===== config.mk =====
export PLATFORM = sky130hd
export DESIGN_NAME = tcce_pos_split
export DESIGN_NICKNAME = d
export VERILOG_FILES = /design/src/tcce_pkg.sv /design/src/tcce_pos_split.sv
export SDC_FILE = /design/constraint.sdc
export NUM_CORES = 1
export LEC_CHECK = 0
export BUFFER_PORTS_ARGS = -buffer_cell sky130_fd_sc_hd__buf_2
export CORE_ASPECT_RATIO = 0.7
export CORE_MARGIN = 10
export CORE_UTILIZATION = 57
export CTS_CLUSTER_SIZE = 12
export DETAILED_ROUTE_END_ITERATION = 16
export GPL_ROUTABILITY_DRIVEN = 1
export GPL_TIMING_DRIVEN = 1
export PLACE_DENSITY_LB_ADDON = 0.12
export SLEW_MARGIN = 15
export SYNTH_ARGS = -nofsm -noshare
export SYNTH_HDL_FRONTEND = slang
export SYNTH_SLANG_ARGS = --single-unit

===== constraint.sdc =====
create_clock -name clock -period 9.55 [get_ports clock]
set_input_delay 0.955 -clock clock [delete_from_list [all_inputs] [get_ports clock]]
set_output_delay 0.955 -clock clock [all_outputs]
set_load 0.02 [all_outputs]

===== src/tcce_pkg.sv =====
// shared types and constants of the text console character engine
package tcce_pkg;

   localparam int POS_W       = 11;
   localparam int BYTE_W      = 8;
   localparam int CSR_INDEX_W = 1;
   localparam int CSR_DATA_W  = 11;
   localparam int CELL_W      = 2 * BYTE_W;

   // command codes
   localparam logic CMD_PUT  = 1'b0;
   localparam logic CMD_READ = 1'b1;

   // register indexes
   localparam logic [CSR_INDEX_W-1:0] CSR_TEXT_ATTR    = 1'b0;
   localparam logic [CSR_INDEX_W-1:0] CSR_START_CURSOR = 1'b1;

   // character codes
   localparam logic [BYTE_W-1:0] CHAR_LF    = 8'h0A;
   localparam logic [BYTE_W-1:0] CHAR_FF    = 8'h0C;
   localparam logic [BYTE_W-1:0] CHAR_BS    = 8'h08;
   localparam logic [BYTE_W-1:0] CHAR_CR    = 8'h0D;
   localparam logic [BYTE_W-1:0] CHAR_TAB   = 8'h09;
   localparam logic [BYTE_W-1:0] CHAR_SPACE = 8'h20;

   localparam logic [BYTE_W-1:0] RESET_ATTR = 8'h07;

   typedef struct packed {
      logic              cmd;
      logic [BYTE_W-1:0] char_code;
      logic [POS_W-1:0]  read_index;
   } req_type;

   typedef struct packed {
      logic [POS_W-1:0]  cursor_pos;
      logic [BYTE_W-1:0] cell_char;
      logic [BYTE_W-1:0] cell_attr;
   } rsp_type;

   typedef enum logic [1:0] {
      ST_CLEAR,
      ST_IDLE,
      ST_EXEC,
      ST_RDATA
   } state_type;

endpackage


===== src/tcce_pos_split.sv =====
// split of a linear cursor position into row and column by reciprocal multiply
module tcce_pos_split
   import tcce_pkg::*;
#(
   parameter int COLUMNS = 80,
   parameter int ROWS    = 25,
   localparam int CELLS  = COLUMNS * ROWS,
   localparam int ADDR_W = $clog2(CELLS),
   localparam int COL_W  = $clog2(COLUMNS),
   localparam int ROW_W  = $clog2(ROWS)
) (
   input  logic              clock,
   input  logic              reset,
   input  logic              load,
   input  logic [POS_W-1:0]  pos,
   output logic              busy,
   output logic              done,
   output logic [COL_W-1:0]  col,
   output logic [ROW_W-1:0]  row,
   output logic [ADDR_W-1:0] lin
);

   localparam int EXT_W  = (ADDR_W > POS_W ? ADDR_W : POS_W) + 1;
   // row = (lin * ceil(2^SHIFT / COLUMNS)) >> SHIFT, exact for any lin below 2^ADDR_W
   localparam int SHIFT  = ADDR_W + $clog2(COLUMNS);
   localparam int RCP_W  = ADDR_W + 2;
   localparam int PROD_W = ADDR_W + RCP_W;
   localparam logic [RCP_W-1:0] RECIP =
      RCP_W'(((64'd1 << SHIFT) + 64'(COLUMNS) - 64'd1) / 64'(COLUMNS));

   logic              busy_ff, busy_in;
   logic              done_ff, done_in;
   logic [ADDR_W-1:0] lin_ff, lin_in;
   logic [ROW_W-1:0]  quot_ff, quot_in;
   logic [ADDR_W-1:0] sat_pos;
   logic [PROD_W-1:0] prod;
   logic [ADDR_W-1:0] row_base;

   // out of range start positions stick to the last cell
   assign sat_pos  = (EXT_W'(pos) >= EXT_W'(CELLS)) ? ADDR_W'(CELLS - 1) : ADDR_W'(pos);
   assign prod     = PROD_W'(lin_ff) * PROD_W'(RECIP);
   assign row_base = ADDR_W'(quot_ff) * ADDR_W'(COLUMNS);

   // load cycle latches the position, next cycle the row, then done
   always_comb begin
      busy_in = load;
      done_in = busy_ff;
      lin_in  = load ? sat_pos : lin_ff;
      quot_in = busy_ff ? ROW_W'(prod >> SHIFT) : quot_ff;
   end

   always_ff @(posedge clock) begin
      if (reset) begin
         busy_ff <= 1'b0;
         done_ff <= 1'b0;
      end else begin
         busy_ff <= busy_in;
         done_ff <= done_in;
      end
   end

   always_ff @(posedge clock) begin
      lin_ff  <= lin_in;
      quot_ff <= quot_in;
   end

   assign busy = busy_ff | done_ff;
   assign done = done_ff;
   assign col  = COL_W'(lin_ff - row_base);
   assign row  = quot_ff;
   assign lin  = lin_ff;

endmodule


Word level (Yosys, flattened, before mapping)
Index checks and enable logic that the tools add are counted.
- output and inout bits: 25
- flip-flop bits (word level): 18
- word-level logic and storage cells: 9
- add/sub/neg operators: 1
- bitwise operators: 1
- magnitude comparators: 1
- $mul: 2
- operators with widths (operator ; count):
    11-bit by 12-bit multiplier with 23-bit output, second input constant ; 1
    11-bit greater-or-equal comparator, second input constant ; 1
    7-bit subtractor ; 1
    5-bit by 3-bit multiplier with 3-bit output, second input constant ; 1
    1-bit bitwise OR ; 1

Logic depth before layout (Yosys ltp)
Gate-level depths: netlist (run 1).
- word-level depth: 2
- depth in mapped cells: 18
- depth with buffers taken out: 18

Worst setup path after synthesis (run 1)
No wires, ideal clock.
- kind: register -> register
- from: reg lin_ff[3], in the netlist lin[3]
- to: reg quot_ff[2], in the netlist row[2], data pin
- library setup time: 0.273 ns
- arrival time: 4.382 ns
- cell stages (with the launch flop): 17
- buffers on the path: 0
- path slack: 4.895 ns
- cell sequence: edfxtp_1 > inv_1 > ha_1 > fa_1 > inv_1 > fa_1 > inv_1 > fa_1 > inv_1 > ha_1 > ha_1 > a2111o_1 > a211oi_2 > a2111oi_2 > o21a_4 > mux2i_1 > o2111ai_1
- cells in the longest elaborated chain, start to end: 1
- ends and longest elaborated chain (element ; line ; RTL):
    start, declared ; tcce_pos_split.sv:33 ; logic [ADDR_W-1:0] lin_ff, lin_in;
    start signal, assigned ; tcce_pos_split.sv:63 ; lin_ff <= lin_in;
    11-bit by 12-bit multiplier with 23-bit output ; tcce_pos_split.sv:41 ; assign prod = PROD_W'(lin_ff) * PROD_W'(RECIP);
    named net prod[20] ; tcce_pos_split.sv:36 ; logic [PROD_W-1:0] prod;
    end signal, assigned ; tcce_pos_split.sv:64 ; quot_ff <= quot_in;
    end, declared ; tcce_pos_split.sv:34 ; logic [ROW_W-1:0] quot_ff, quot_in;
The timed path passes the listed nets, and every way through them passes these cells.
A chain may end at the register's enable or synchronous reset.

Worst setup path after layout (run 1)
- from: reg lin_ff[9], in the netlist lin[9]
- to: reg quot_ff[2], in the netlist row[2], data pin
The elaborated chain is that of the path after synthesis.

==> flow_summary.ini, run 1 <==
[run_status]
status = complete, no violations

[sta]
setup_tns_ns = 0
setup_viol = 0
period_share_pct = 50.4
finalHoldViolCount = 0
fin_ws_ns = 4.74
fin_skew_ns = 0.00458
slew_viol_final = 0
fmax_ghz = 0.208
max_slew_margin_pct = 66.7
finalCriticalPeriod_ns = 4.81
rsz0062_at_grt = false
worst_pin_slew_ns = 0.498

[global_routing]
grt_pass1_wl_mm = 9.54
grt_overflow = 0
antenna_found_initial = 0
grt_max_degree = 13
grt_pass1_vias = 1974
grt_use_total_pct = 15.0

[synthesis]
syn_nets = 373
synth.top_cells.by_area = ha_1 30%, fa_1 23%, edfxtp_1 17%
ys_top_cells_by_count = 74 x inv_1, 67 x ha_1, 32 x fa_1, 16 x edfxtp_1
yosysMostFrequentCell = inv_1
yosys.area.top_type = ha_1
ys.flop_type = edfxtp_1
synth_cells = 260
synth_warnings = 0
synth_cell_types = 33
synth_edf_count = 16
netlist_area_sq_um = 2750
synth_top_area_share_pct = 30.4
avgSynthCellArea_sq_um = 10.6
ys_seq_elements = 18
async_reset_ff_share_pct = 0
yosysSeqAreaShare_pct = 18.9

[place]
dp_cells = 344
port_buffers = 38
place.gp.congestion = 0.832
dp_hpwl_mm = 4.98
dp_slack_ns = 4.73

[worst_setup_path]
end_kind = register
startpoint_type = register
arrival_ns = 4.81
path_class = reg2reg
cp_max_fo = 5
required_ns = 9.55
worstReg2RegEnd = row[2]
r2r_cells = 16
rrSetupSlack_ns = 4.74
reg2reg_from = lin[9]

[cts]
cts-buffers-inserted = 3
cts_setup_buffers = 0
clk_path_buf_depth = 2
cts_sinks = 18
clk_latency_ns = 0.26
cts.repair.resized = 0
cts_tree = built
cts_hold_buffers = 0
clkSlewWorstSetupHoldPaths_ns = 0.07
htree_levels = 1
cts_root_buffer = clkbuf_8

[job]
maxCapViolations = 0

[power]
power_density_nw_per_um2 = 262
peakVddDrop_v = 0.000134
p_leak_nw = 1.64

[floorplan]
die_w_microns = 103
row_count = 21
die_h_microns = 78.2
die_area_sq_um = 8060
io-pin-count = 39
core_region_area_sq_um = 4730
initial_core_util_pct = 58.2

[cells_and_area]
final_layout_size_suffix_gt1_share_pct = 17.5
fin_nets = 405
final_cells = 348
fin_util_pct = 63.4
area_growth_pct = 8.81
antenna_cells = 0

[hold_path]
min_from = busy_ff
whs_path_depth = 0
min_to = row[0]
hold_path_class = reg2reg

[routing]
drt_iter0_drc = 61
finalWirelength_mm = 5.49
final_antenna_net_count = 0
vias = 1766
routed_via_density = 5.07
avgRoutedWirePerCell_microns = 15.8
drt_pass1_iterations = 4
drc = 0
==> through the flow <==
stage | power [mW] | hold slack [ns] | instance area (sq um)
floorplan | 0.577 | 0.527 | 2750
detailed placement | 0.730 | 0.601 | 2950
finish | 0.786 | 0.610 | 3000
global route | 0.899 | 0.640 | 3000
global placement | 0.720 | 0.586 | 2950
CTS | 0.792 | 0.619 | 3000
==> sequential cells by signal, indices dropped and copies added (netlist names) <==
| name | cells |
|---|---|
| busy_ff | 1 |
| row | 5 |
| done | 1 |
| lin | 11 |
==> layout by cell type, fill, tap and decap left out, types with 2 or more instances in the layout <==
cell type,n
inv_1,74
ha_1,67
buf_2,38
fa_1,32
edfxtp_1,16
or2_2,6
xnor2_1,6
nor2b_1,6
nor2_1,5
a21oi_1,4
nand2_1,3
o21ai_0,3
clkbuf_8,3
xor2_1,2
nand3_1,2
a21o_1,2
o211ai_1,2
nand4_1,2
nand2b_1,2
dfxtp_1,2
==> layout make-up <==
| class | instances | area [sq um] |
|---|---|---|
| timing repair buffer | 38 | 190 |
| clock buffer | 3 | 41.3 |
| inverter | 74 | 278 |
| fill | 393 | 1730 |
| sequential | 18 | 520 |
| tap | 57 | 71.3 |
| clock inverter | 1 | 3.75 |
| multi-input combinational | 157 | 1890 |
==> logic make-up (layout without fill, tap and decap cells) <==
kind of cell | count (synthesis) | after routing | share of synthesized area (%)
AOI/OAI and AO/OA | 19 | 19 | 5.95
adders and majority gates | 99 | 99 | 53.7
muxes | 1 | 1 | 0.363
xor gates and xnor gates | 8 | 8 | 2.54
DFF | 18 | 18 | 18.9
and+or+nand+nor | 30 | 30 | 6.13
buffers and inverters | 85 | 116 | 12.4
==> where the power goes <==
part	total (mW)	internal (mW)	switching [mW]
sequential	0.122	0.107	0.0145
combinational	0.609	0.263	0.345
clock	0.0557	0.0286	0.0271
==> how the worst max path moves through the flow <==
stage               startpoint      to  slack (ns)  cells past startpoint
CTS                     lin[9]  row[2]        4.70                     16
finish                  lin[9]  row[2]        4.74                     16
floorplan               lin[3]  row[2]        4.90                     16
global placement        lin[9]  row[2]        4.75                     16
detailed placement      lin[9]  row[2]        4.73                     16
global route            lin[9]  row[2]        4.44                     16
==> critical path, cell delays in order (launching register included) <==
cell and delay, ns:
edfxtp_1 0.45, inv_1 0.08, ha_1 0.29, inv_1 0.07
fa_1 0.53, fa_1 0.52, inv_1 0.05, fa_1 0.46
fa_1 0.52, inv_1 0.04, ha_1 0.27, nand3_1 0.05
or2_1 0.24, a2111oi_2 0.47, o21a_4 0.22, mux2i_1 0.18
o2111ai_1 0.12
==> layer usage <==
metal | wire length (microns) | vias up | share of wire, % | global-route usage, %
li1 | - | 883 | - | -
met1 | 2910 | 830 | 53 | 22.1
met2 | 2190 | 47 | 40 | 21.8
met3 | 359 | 6 | 6.5 | 3.76
met4 | 29 | 0 | 0.53 | 2.08
met5 | 0 | - | 0 | 0
No activity file was read; power rests on OpenSTA's default activity.
==> run 2, diff against run 1 <==
clock period = 4.9 ns   (was 9.55 ns; I/O delays follow)
==> run 2 against run 1 <==
Compared with the run above: hold slack worse by 0.22 ns; critical path type unchanged; count of clock-buffer cells in the layout stayed put; clock power is 94% higher; core utilization is 2.3 points higher; non-clock buffer count is 13 higher; highest routed layer unchanged.
==> flow_summary.ini, run 2 (synthesis gave the netlist of run 1 again) <==
[cts]
clk_latency_ns = 0.26
cts_root_buffer = clkbuf_8
cts_tree = built
clkSlewWorstSetupHoldPaths_ns = 0.07
cts_sinks = 18
htree_levels = 1
cts-buffers-inserted = 3
clk_path_buf_depth = 2

[routing]
drc = 0
final_antenna_net_count = 0
avgRoutedWirePerCell_microns = 15.4
finalWirelength_mm = 5.56
routed_via_density = 5.05
drt_pass1_iterations = 4
drt_iter0_drc = 106
vias = 1822

[cells_and_area]
final_cells = 361
layout_common_cells = 74 x inv_1, 67 x ha_1, 38 x buf_2
area_growth_pct = 12.8
largest_reg_flops = 11
fin_util_pct = 65.7
final_common_cell = inv_1
final_layout_size_suffix_gt1_share_pct = 21.1
fin_nets = 418
antenna_cells = 0

[sta]
slew_viol_final = 0
setup_viol = 0
max_slew_margin_pct = 72.0
whs_ns = 0.392
finalHoldViolCount = 0
fin_skew_ns = 0.00252
finalCriticalPeriod_ns = 4.72
fmax_ghz = 0.212
worst_pin_slew_ns = 0.415
period_share_pct = 96.4

[place]
place.gp.congestion = 0.905
dp_cells = 351
dp_hpwl_mm = 4.87
port_buffers = 38

[floorplan]
core_region_area_sq_um = 4730
row_count = 21
die_w_microns = 103
initial_core_util_pct = 58.2
die_area_sq_um = 8060
die_h_microns = 78.2
io-pin-count = 39

[hold_path]
hold_path_class = in2reg

[worst_setup_path]
cp_max_fo = 4
startpoint_type = register
cpMostUsedCell = fa_1
crit_slowest_cell = fa_1
cpPeakStageDelay_ns = 0.52
path_class = reg2reg
arrival_ns = 4.72
end_kind = register
crit_family = adder cells
critPathBufInv = 3
path_cells = buf_4 > ha_1 > inv_1 > fa_1 > fa_1 > inv_1 > fa_1 > fa_1 > ha_1 > o211ai_1 > a2111oi_4 > o21a_4 > mux2i_1 > o2111ai_1
required_ns = 4.90

[job]
maxCapViolations = 0

[global_routing]
grt_pass1_vias = 1956
antenna_found_initial = 0
use_met2_pct = 20.3
grt_max_degree = 13
grt_use_total_pct = 14.9
gr-usage-met1_pct = 22.9
grt_overflow = 0
gr-max-usage-layer = met1
use_met3_pct = 4.11
grt_pass1_wl_mm = 9.41

[run_status]
status = complete, no violations

[power]
peakVddDrop_v = 0.000237
totalPowerFinal_mw = 1.55
power_density_nw_per_um2 = 500
p_leak_nw = 1.70
==> run 2: path summary, 6_finish.rpt <==
check / startpoint / to / slack, ns / depth (start not counted)
setup reg to reg: lin[9] / row[2] / 0.18 / 14
setup / recovery: lin[9] / row[2] / 0.18 / 14
hold / removal: reset / busy_ff / 0.39 / 2
hold reg to reg: busy_ff / row[0] / 0.60 / 0
==> run 2: cell type report <==
class / count / area, sq um
clock inverter: 1 / 3.75
multi-input combinational: 157 / 1900
fill: 378 / 1620
inverter: 74 / 278
sequential: 18 / 520
clock buffer: 3 / 41.3
tap: 57 / 71.3
timing repair buffer: 51 / 288
==> run 2: per-stage QoR <==
step | cell area [sq um] | setup WS (ns) | TNS, ns
floorplan | 2750 | 0.245 | 0
global placement | 3000 | -0.0459 | -0.0459
detailed placement | 3000 | -0.00395 | -0.00395
CTS | 3060 | 0.0627 | 0
global route | 3110 | -0.00747 | -0.00747
finish | 3110 | 0.177 | 0
==> run 2: power by group <==
| part | switching [mW] | total (mW) | internal [mW] |
|---|---|---|---|
| logic | 0.685 | 1.22 | 0.531 |
| clock network | 0.0520 | 0.108 | 0.0558 |
| registers | 0.0208 | 0.230 | 0.209 |
| total | 0.758 | 1.55 | 0.796 |
==> run 2: layer usage <==
| metal | vias to the layer above | share of wire [%] |
|---|---|---|
| li1 | 911 | - |
| met1 | 852 | 55 |
| met2 | 51 | 39 |
| met3 | 8 | 4.9 |
| met4 | 0 | 0.92 |
| met5 | - | 0 |
==> run 2: what timing repair did <==
| action | CTS | global route |
|---|---|---|
| hold buffers | 0 | 0 |
| resized for setup | 1 | 0 |
| pin swaps | 0 | 3 |
| setup endpoints to repair | 1 | 4 |
| buffers inserted | 0 | 6 |
